File: src/hdl/psched_pkg.sv
// ----------------------------------------------------------------------------
// psched_pkg
// Shared types and constants of the tick-driven job scheduler.
// ----------------------------------------------------------------------------
package psched_pkg;

  localparam int unsigned QueueDepthDef = 16;
  localparam int unsigned TickUnitsDef  = 1;

  localparam int unsigned IdW    = 8;
  localparam int unsigned BurstW = 16;
  localparam int unsigned RemW   = 18;
  localparam int unsigned WaitW  = 32;

  localparam logic [1:0] ModeFcfs = 2'd0;
  localparam logic [1:0] ModeSjf  = 2'd1;
  localparam logic [1:0] ModeRr   = 2'd2;
  localparam logic [1:0] ModeNone = 2'd3;

  localparam logic       OpArrive = 1'b0;
  localparam logic       OpTick   = 1'b1;

  localparam logic       StFinish = 1'b0;
  localparam logic       StDrop   = 1'b1;

  localparam logic [1:0] CfgMode  = 2'd0;
  localparam logic [1:0] CfgSlice = 2'd1;
  localparam logic [1:0] CfgCost  = 2'd2;

  // One ready table entry.
  typedef struct packed {
    logic [IdW-1:0]    id;
    logic [BurstW-1:0] burst;
    logic [RemW-1:0]   rem;
    logic [WaitW-1:0]  wait_t;
  } job_t;

  function automatic logic [WaitW-1:0] sat_inc(input logic [WaitW-1:0] a,
                                               input logic [WaitW-1:0] b);
    logic [WaitW:0] s;
    s = {1'b0, a} + {1'b0, b};
    return s[WaitW] ? '1 : s[WaitW-1:0];
  endfunction

endpackage

File: src/hdl/psched_ram.sv
// ----------------------------------------------------------------------------
// psched_ram
// Ready table storage: one write port, one read port, registered read data.
// ----------------------------------------------------------------------------
module psched_ram #(
  parameter int unsigned Depth = 16,
  parameter int unsigned AddrW = 4
) (
  input  logic                 clk_i,
  input  logic                 we_i,
  input  logic [AddrW-1:0]     waddr_i,
  input  psched_pkg::job_t     wdata_i,
  input  logic [AddrW-1:0]     raddr_i,
  output psched_pkg::job_t     rdata_o
);
  import psched_pkg::*;

  job_t mem [Depth];

  always_ff @(posedge clk_i) begin
    if (we_i) begin
      mem[waddr_i] <= wdata_i;
    end
    rdata_o <= mem[raddr_i];
  end

endmodule

File: src/hdl/process_scheduler_fcfs_sjf_rr.sv
// Timing: an arrival is taken in IDLE and arrivals can follow back to back; a dropped
// arrival's beat is valid in the cycle after it is taken. A tick holds the input stalled
// through the dispatch states (SCAN/SCANW over the table for shortest job first, then
// TAKE/TAKEW), the countdown (CNT), the sweep (SWEEP) and a round robin requeue (PUSH);
// a finished job's beat is valid in the cycle after CNT. A pending beat stalls the input.
// Reset: CPU idle, table empty (memory not cleared), registers at policy 0, slice 2, cost 0.
// ----------------------------------------------------------------------------
// process_scheduler_fcfs_sjf_rr
// FCFS / SJF / round robin job scheduler over a memory-held ready table.
// ----------------------------------------------------------------------------
module process_scheduler_fcfs_sjf_rr #(
  parameter int unsigned QueueDepth = psched_pkg::QueueDepthDef,
  parameter int unsigned TickUnits  = psched_pkg::TickUnitsDef
) (
  input  logic        clk_i,
  input  logic        rst_ni,
  input  logic        cfg_we_i,
  input  logic [1:0]  cfg_idx_i,
  input  logic [7:0]  cfg_data_i,
  input  logic        in_valid_i,
  output logic        in_stall_o,
  input  logic        operation_i,
  input  logic [7:0]  job_id_i,
  input  logic [15:0] burst_length_i,
  output logic        out_valid_o,
  input  logic        out_stall_i,
  output logic        status_o,
  output logic [7:0]  done_id_o,
  output logic [15:0] done_burst_o,
  output logic [31:0] waited_ticks_o
);
  import psched_pkg::*;

  localparam int unsigned AddrW = (QueueDepth > 1) ? $clog2(QueueDepth) : 1;
  localparam int unsigned CntW  = $clog2(QueueDepth + 1);

  localparam logic [2:0] S_IDLE  = 3'd0;
  localparam logic [2:0] S_SCAN  = 3'd1;  // issue read for SJF min search
  localparam logic [2:0] S_SCANW = 3'd2;  // compare that entry
  localparam logic [2:0] S_TAKE  = 3'd3;  // read chosen entry
  localparam logic [2:0] S_TAKEW = 3'd4;  // load it onto the CPU
  localparam logic [2:0] S_CNT   = 3'd5;  // count down the running job
  localparam logic [2:0] S_SWEEP = 3'd6;  // close the hole and age waiting jobs
  localparam logic [2:0] S_PUSH  = 3'd7;  // requeue the preempted job at the tail

  logic [2:0] state_q;
  logic [1:0] mode_q;
  logic [7:0] slice_q, cost_q;
  logic [CntW-1:0] cnt_q;
  logic run_v_q, any_fin_q;
  job_t run_q;
  logic [7:0] used_q;

  logic [CntW-1:0] idx_q;       // sweep read pointer
  logic [CntW-1:0] wi_q;        // sweep write pointer
  logic wv_q;                   // sweep write pending
  logic [CntW-1:0] best_q;
  logic [BurstW-1:0] best_b_q;
  logic take_q, push_q, charge_q;
  job_t pre_q;                  // preempted job waiting for the tail
  logic [CntW-1:0] hole_q;      // removed index (shift start)

  logic we;
  logic [AddrW-1:0] waddr, raddr;
  job_t wdata, rdata;

  psched_ram #(.Depth(QueueDepth), .AddrW(AddrW)) u_ram (
    .clk_i, .we_i(we), .waddr_i(waddr), .wdata_i(wdata),
    .raddr_i(raddr), .rdata_o(rdata)
  );

  logic out_v_q, st_q;
  logic [7:0] oid_q;
  logic [15:0] ob_q;
  logic [31:0] ow_q;
  assign out_valid_o    = out_v_q;
  assign status_o       = st_q;
  assign done_id_o      = oid_q;
  assign done_burst_o   = ob_q;
  assign waited_ticks_o = ow_q;

  logic acc, full;
  assign in_stall_o = (state_q != S_IDLE) || out_v_q;
  assign acc  = in_valid_i && !in_stall_o;
  assign full = (cnt_q >= CntW'(QueueDepth));

  always_ff @(posedge clk_i or negedge rst_ni) begin
    if (!rst_ni) begin
      mode_q  <= ModeFcfs;
      slice_q <= 8'd2;
      cost_q  <= 8'd0;
    end else if (cfg_we_i) begin
      case (cfg_idx_i)
        CfgMode:  mode_q  <= cfg_data_i[1:0];
        CfgSlice: slice_q <= cfg_data_i;
        CfgCost:  cost_q  <= cfg_data_i;
        default: ;
      endcase
    end
  end

  // Countdown with saturation; done when result <= 0.
  logic [RemW+9:0] amt_pos, rem_ext;
  logic signed [RemW+10:0] rnew;
  logic cd_done;
  logic [RemW-1:0] cd_rem;
  always_comb begin
    rem_ext = (RemW+10)'(run_q.rem);
    amt_pos = (RemW+10)'(TickUnits);
    rnew = charge_q ? $signed({1'b0, rem_ext}) - $signed({1'b0, amt_pos})
                        + $signed({1'b0, (RemW+10)'(cost_q)})
                    : $signed({1'b0, rem_ext}) - $signed({1'b0, amt_pos});
    cd_done = (rnew <= 0);
    if (rnew > $signed((RemW+11)'({RemW{1'b1}})))
      cd_rem = '1;
    else
      cd_rem = rnew[RemW-1:0];
  end

  logic [8:0] used_sum;
  logic [7:0] used_nxt;
  assign used_sum = {1'b0, used_q} + 9'(TickUnits);
  assign used_nxt = used_sum[8] ? 8'hFF : used_sum[7:0];

  // Dispatch decision of an active tick.
  logic go_take, go_push, go_charge, go_pre;
  always_comb begin
    go_take = 1'b0;
    go_push = 1'b0;
    go_charge = 1'b0;
    go_pre = (mode_q == ModeRr) && run_v_q && (used_q >= slice_q);
    if (mode_q == ModeRr) begin
      if (go_pre) begin
        go_take = (cnt_q != '0);
        go_push = (cnt_q != '0);
        go_charge = (cnt_q != '0);
      end else if (!run_v_q) begin
        go_take = 1'b1;
        go_charge = (cnt_q > CntW'(1)) && any_fin_q;
      end
    end else begin
      go_take = !run_v_q;
    end
  end

  job_t taken;
  always_comb begin
    taken = rdata;
    if (charge_q) taken.wait_t = sat_inc(rdata.wait_t, WaitW'(cost_q));
  end

  logic [CntW-1:0] src;
  assign src = idx_q + ((take_q && idx_q >= hole_q) ? CntW'(1) : CntW'(0));

  always_comb begin
    we = 1'b0;
    waddr = AddrW'(cnt_q);
    wdata = rdata;
    raddr = '0;
    case (state_q)
      S_IDLE: begin
        if (acc && operation_i == OpArrive && !full) begin
          we = 1'b1;
          wdata.id = job_id_i;
          wdata.burst = burst_length_i;
          wdata.rem = RemW'(burst_length_i);
          wdata.wait_t = '0;
        end
      end
      S_SCAN: raddr = AddrW'(idx_q);
      S_TAKE: raddr = AddrW'(hole_q);
      S_SWEEP: begin
        if (idx_q < cnt_q) raddr = AddrW'(src);
        // entry wi is shifted down past the hole or kept in place, and aged either way
        if (wv_q) begin
          we = 1'b1;
          waddr = AddrW'(wi_q);
          wdata.wait_t = sat_inc(rdata.wait_t, WaitW'(TickUnits));
        end
      end
      S_PUSH: begin
        we = 1'b1;
        wdata = pre_q;
        wdata.wait_t = sat_inc(pre_q.wait_t, WaitW'(TickUnits));
      end
      default: ;
    endcase
  end

  logic res_set, res_st;
  logic [7:0] res_id;
  logic [15:0] res_b;
  logic [31:0] res_w;
  always_comb begin
    res_set = 1'b0;
    res_st = StFinish;
    res_id = run_q.id;
    res_b = run_q.burst;
    res_w = run_q.wait_t;
    if (state_q == S_IDLE && acc && operation_i == OpArrive && full) begin
      res_set = 1'b1;
      res_st = StDrop;
      res_id = job_id_i;
      res_b = burst_length_i;
      res_w = '0;
    end else if (state_q == S_CNT && cd_done) begin
      res_set = 1'b1;
    end
  end

  always_ff @(posedge clk_i or negedge rst_ni) begin
    if (!rst_ni) begin
      out_v_q <= 1'b0;
      st_q <= StFinish;
      oid_q <= '0;
      ob_q <= '0;
      ow_q <= '0;
    end else if (res_set) begin
      out_v_q <= 1'b1;
      st_q <= res_st;
      oid_q <= res_id;
      ob_q <= res_b;
      ow_q <= res_w;
    end else if (!out_stall_i) begin
      out_v_q <= 1'b0;
    end
  end

  always_ff @(posedge clk_i or negedge rst_ni) begin
    if (!rst_ni) begin
      state_q <= S_IDLE;
      cnt_q <= '0;
      run_v_q <= 1'b0;
      any_fin_q <= 1'b0;
      run_q <= '0;
      used_q <= '0;
      idx_q <= '0;
      wi_q <= '0;
      wv_q <= 1'b0;
      best_q <= '0;
      best_b_q <= '0;
      take_q <= 1'b0;
      push_q <= 1'b0;
      charge_q <= 1'b0;
      pre_q <= '0;
      hole_q <= '0;
    end else begin
      case (state_q)
        S_IDLE: begin
          if (acc) begin
            if (operation_i == OpArrive) begin
              if (!full) cnt_q <= cnt_q + CntW'(1);
            end else if (mode_q != ModeNone && (run_v_q || cnt_q != '0)) begin
              take_q <= go_take;
              push_q <= go_push;
              charge_q <= go_charge;
              pre_q <= run_q;
              idx_q <= '0;
              best_q <= '0;
              best_b_q <= '1;
              hole_q <= go_take ? '0 : CntW'(QueueDepth);
              if (go_pre) used_q <= '0;
              if (!go_take) state_q <= S_CNT;
              else state_q <= (mode_q == ModeSjf) ? S_SCAN : S_TAKE;
            end
          end
        end
        S_SCAN: begin
          state_q <= S_SCANW;
        end
        S_SCANW: begin
          if (rdata.burst < best_b_q) begin
            best_b_q <= rdata.burst; best_q <= idx_q;
          end
          if (idx_q + CntW'(1) >= cnt_q) begin
            state_q <= S_TAKE;
            hole_q <= (rdata.burst < best_b_q) ? idx_q : best_q;
          end else begin
            idx_q <= idx_q + CntW'(1); state_q <= S_SCAN;
          end
        end
        S_TAKE: begin
          state_q <= S_TAKEW;
        end
        S_TAKEW: begin
          run_q <= taken;
          run_v_q <= 1'b1;
          cnt_q <= cnt_q - CntW'(1);
          state_q <= S_CNT;
        end
        S_CNT: begin
          if (cd_done) begin
            run_v_q <= 1'b0;
            run_q <= '0;
            used_q <= '0;
            any_fin_q <= 1'b1;
          end else begin
            run_q.rem <= cd_rem;
            if (mode_q == ModeRr) used_q <= used_nxt;
          end
          idx_q <= '0;
          wv_q <= 1'b0;
          state_q <= S_SWEEP;
        end
        S_SWEEP: begin
          if (idx_q < cnt_q) begin
            wi_q <= idx_q;
            wv_q <= 1'b1;
            idx_q <= idx_q + CntW'(1);
          end else begin
            wv_q <= 1'b0;
            state_q <= push_q ? S_PUSH : S_IDLE;
          end
        end
        S_PUSH: begin
          cnt_q <= cnt_q + CntW'(1);
          state_q <= S_IDLE;
        end
        default: state_q <= S_IDLE;
      endcase
    end
  end

endmodule
File: config.mk
export PLATFORM = sky130hd
export DESIGN_NAME = process_scheduler_fcfs_sjf_rr
export DESIGN_NICKNAME = d
export VERILOG_FILES = /design/src/hdl/psched_pkg.sv /design/src/hdl/psched_ram.sv /design/src/hdl/process_scheduler_fcfs_sjf_rr.sv
export SDC_FILE = /design/constraint.sdc
export NUM_CORES = 2
export LEC_CHECK = 0
export BUFFER_PORTS_ARGS = -buffer_cell sky130_fd_sc_hd__buf_2
export CAP_MARGIN = 15
export CORE_MARGIN = 10
export CORE_UTILIZATION = 35
export DETAILED_ROUTE_END_ITERATION = 7
export GPL_ROUTABILITY_DRIVEN = 1
export SKIP_CTS_REPAIR_TIMING = 1
export SYNTH_ARGS = -nofsm -noshare
export SYNTH_HDL_FRONTEND = slang
export SYNTH_HIERARCHICAL = 1
export SYNTH_SLANG_ARGS = --single-unit
File: constraint.sdc
create_clock -name clk_i -period 9.59 [get_ports clk_i]
set_input_delay 0.959 -clock clk_i [delete_from_list [all_inputs] [get_ports clk_i]]
set_output_delay 0.959 -clock clk_i [all_outputs]
set_load 0.05 [all_outputs]
==> impl_metrics.toml <==
[floorplan]
design.die.area_um2 = 199000
die_width_um = 446
die_h_um = 446
floorplan.core_area_um2 = 181000
placement_rows = 156
io_pins = 99
initial_core_util_pct = 35.1

[synthesis]
synthDominantCellAreaShare_pct = 56.0
yosys_warnings = 6
synth_cells = 4032
ys_top_cells_by_count = "sky130_fd_sc_hd__edfxtp_1 (1184), sky130_fd_sc_hd__nand2_1 (397), sky130_fd_sc_hd__mux4_2 (296)"
yosys_most_used_dff = "sky130_fd_sc_hd__edfxtp_1"
synthesis.area_um2 = 63400
synth_enable_flop_cells = 1184
ys_top_cells_by_area = "sky130_fd_sc_hd__edfxtp_1 (56%), sky130_fd_sc_hd__dfrtp_1 (11%), sky130_fd_sc_hd__mux4_2 (11%), sky130_fd_sc_hd__nand2_1 (2.3%), sky130_fd_sc_hd__dfxtp_1 (2.3%)"
ys_seq_area_share_pct = 69.5
synth.most_common_cell = "sky130_fd_sc_hd__edfxtp_1"
library_cell_with_the_largest_summed_area_after_synthesis = "sky130_fd_sc_hd__edfxtp_1"
yosys.cell_types.count = 81
postSynthRegisterBits = 1539
synth_fp_nets = 4138
avgSynthCellArea_um2 = 15.7
ys_async_sr_fraction_pct = 18.3

[setup_path]
worstSetupEndpointType = "flip-flop"
setup.worst_path.start = "rem_ext[0]$_DFFE_PN0P_"
required_ps = 10270
ff2ff_path_depth = 17
critical_path_class = "reg2reg"
r2r_slack_ps = 3060
timing.rr.end = "run_q[17]$_DFFE_PN0P_"
worst-endpoint-arrival_ps = 7220
endpoint = "run_q[17]$_DFFE_PN0P_"
reg2reg_from = "rem_ext[0]$_DFFE_PN0P_"
crit_path_start_kind = "flip-flop"
critPathMaxFanout = 34

[placement]
globalplace.congestion = 0.869
post-place-cells = 6348
place.detailed.hpwl_um = 100000
port_buffers = 98

[power]
vdd_drop_max_uv = 188
power.static_leakage_nw = 24.7
power.density_cell_area_nw_per_um2 = 286

[global_route]
globalRouteTotalUtil_pct = 16.9
grt_start_max_net_pins = 143
grt_pass1_vias = 37076
grt-ovfl-total = 0
global_route_wire_length_before_repair_um = 254000
initial_antenna_violation_count = 2

[timing]
worst_hold_slack_ps = 125
min_period_ps = 6530
finalHoldViolCount = 0
fin_tns_setup_ps = 0
tightestPinTransition_ps = 1170
relSlewSlack_pct = 21.9
rsz0062_at_grt = "no"
setup_viol = 0
max_freq_ghz = 0.153
final-max-slew-violation-count = 0
timing.final.crit_share_pct = 68.1
finClkSkew_ps = 49.2

[routing]
drt_first_pass_iters = 6
drt-wirelength-per-cell_um = 25.8
route.vias.total = 37009
via_per_inst = 5.57
drt-initial-drc-count = 4306
drcViolationCount = 0
drt.antenna.violating_nets = 0
postRouteWirelength_um = 171000

[clocking]
clock_tree.buffer_depth = 3
cts.htree.levels = 4
cts_root_buffer = "sky130_fd_sc_hd__clkbuf_16"
numCtsBuffers = 157
cts_tree = "done"
worst_skew_late_latency_ps = 810
clk_pin_slew_worst_paths_ps = 60
cts.sink_count = 1539

[layout]
nets = 4246
layout.cells.non_filler = 6647
drive_above_1_share_pct = 19.0
areaGrowthSynthToFinish_pct = 13.9

[flow_run]
max_cap_violations = 0

[run_status]
outcome = "complete, no violations"

[worst_hold_path]
timing.hold.worst.class = "in2async"
[power breakdown]
group	switching [W]	internal (W)	total (W)
Clock	0.00267	0.00363	0.00631
Combinational	0.00323	0.00165	0.00488
Sequential	0.000742	0.00871	0.00945
[kinds of logic (layout without fill, tap and decap cells)]
family	Yosys count	count (layout)	synth area share (%)
xor gates and xnor gates	74	74	1.02
buffers and inverters	346	588	2.40
AOI/OAI and AO/OA	734	734	7.56
other	0	3	0
and+or+nand+nor	921	921	6.79
DFF	1539	1539	69.5
muxes	352	352	11.4
adders and majority gates	66	66	1.33
[routing by layer]
| layer | global-route usage, % | part of all wire, % | vias up | wire length, um |
|---|---|---|---|---|
| met4 | 6.25 | 3.3 | 0 | 5630 |
| met2 | 27.0 | 47 | 1391 | 81100 |
| met1 | 23.6 | 43 | 19359 | 73300 |
| met3 | 2.39 | 6.5 | 278 | 11200 |
| li1 | - | - | 15981 | - |
| met5 | 0 | 0 | - | 0 |
[per-stage QoR]
stage	instance area (um^2)	total power [W]	util, %	worst slack [ps]
after floorplan	63400	0.0127	-	1590
after global placement	66800	0.0143	37.0	3340
after detailed placement	66800	0.0144	37.0	3210
after CTS	72200	0.0207	40.0	3180
after global routing	72200	0.0216	40.0	2750
final	72200	0.0206	40.0	3060
[registers in the layout, summed over array words and instances (netlist names), 2 cells and up]
| signal | cells |
|---|---|
| hole_q | 5 |
| done_burst_o | 16 |
| cost_q | 8 |
| rem_ext | 18 |
| idx_q | 5 |
| pre_q | 74 |
| mode_q | 2 |
| wi_q | 4 |
| cnt_q | 5 |
| state_q | 3 |
| run_q | 56 |
| used_q | 8 |
| best_b_q | 16 |
| slice_q | 8 |
| done_id_o | 8 |
| u_ram/mem | 1184 |
| u_ram/rdata_o | 74 |
| best_q | 5 |
| waited_ticks_o | 32 |
[worst min path at each step]
stage	from	endpoint	cells past startpoint
final	rst_ni	waited_ticks_o[10]$_DFFE_PN0P_	1
after global routing	rst_ni	waited_ticks_o[10]$_DFFE_PN0P_	1
after CTS	rst_ni	waited_ticks_o[10]$_DFFE_PN0P_	1
after detailed placement	any_fin_q$_DFFE_PN0P_	any_fin_q$_DFFE_PN0P_	1
after global placement	pre_q[71]$_DFFE_PN0P_	pre_q[71]$_DFFE_PN0P_	2
after floorplan	any_fin_q$_DFFE_PN0P_	any_fin_q$_DFFE_PN0P_	1
[cells in the final DEF (no fill, tap or decap), types with 64 or more instances in the layout]
master                      Yosys  routed
sky130_fd_sc_hd__edfxtp_1    1184    1184
sky130_fd_sc_hd__nand2_1      397     396
sky130_fd_sc_hd__mux4_2       296     296
sky130_fd_sc_hd__dfrtp_1      280     280
sky130_fd_sc_hd__o21ai_0      212     210
sky130_fd_sc_hd__a22oi_1      168     168
sky130_fd_sc_hd__clkbuf_16      0     160
sky130_fd_sc_hd__a21oi_1      132     132
sky130_fd_sc_hd__nor3_1       118     111
sky130_fd_sc_hd__inv_1        101     101
sky130_fd_sc_hd__buf_2         36      97
sky130_fd_sc_hd__nand3_1       96      96
sky130_fd_sc_hd__nor2_1       112      96
sky130_fd_sc_hd__buf_4         15      88
sky130_fd_sc_hd__dfxtp_1       74      74
sky130_fd_sc_hd__ha_1          64      64
[final cells by class]
cell class / instances / area (um^2)
fillers: 16235 / 108000
clock inverters: 74 / 981
diodes: 3 / 7.51
flip-flops and latches: 1539 / 44100
repair buffers: 194 / 1330
clock buffers: 219 / 4430
well taps: 2370 / 2970
multi-input cells: 2147 / 18100
inverters: 101 / 379
[worst max-delay path, stage by stage, from the launching register on]
cell and delay, ps:
sky130_fd_sc_hd__dfrtp_1 470, sky130_fd_sc_hd__inv_1 170, sky130_fd_sc_hd__ha_1 340, sky130_fd_sc_hd__or4b_1 680, sky130_fd_sc_hd__or3_1 380, sky130_fd_sc_hd__nand2_1 100
sky130_fd_sc_hd__ha_1 300, sky130_fd_sc_hd__a21o_1 230, sky130_fd_sc_hd__o31ai_1 900, sky130_fd_sc_hd__or3_4 300, sky130_fd_sc_hd__or4_1 120, sky130_fd_sc_hd__mux2_2 350
sky130_fd_sc_hd__and4_1 200, sky130_fd_sc_hd__buf_4 250, sky130_fd_sc_hd__o21ai_4 830, sky130_fd_sc_hd__buf_4 580, sky130_fd_sc_hd__nand2_1 90, sky130_fd_sc_hd__o21ai_0 90
Power figures use the tool's default switching activity.
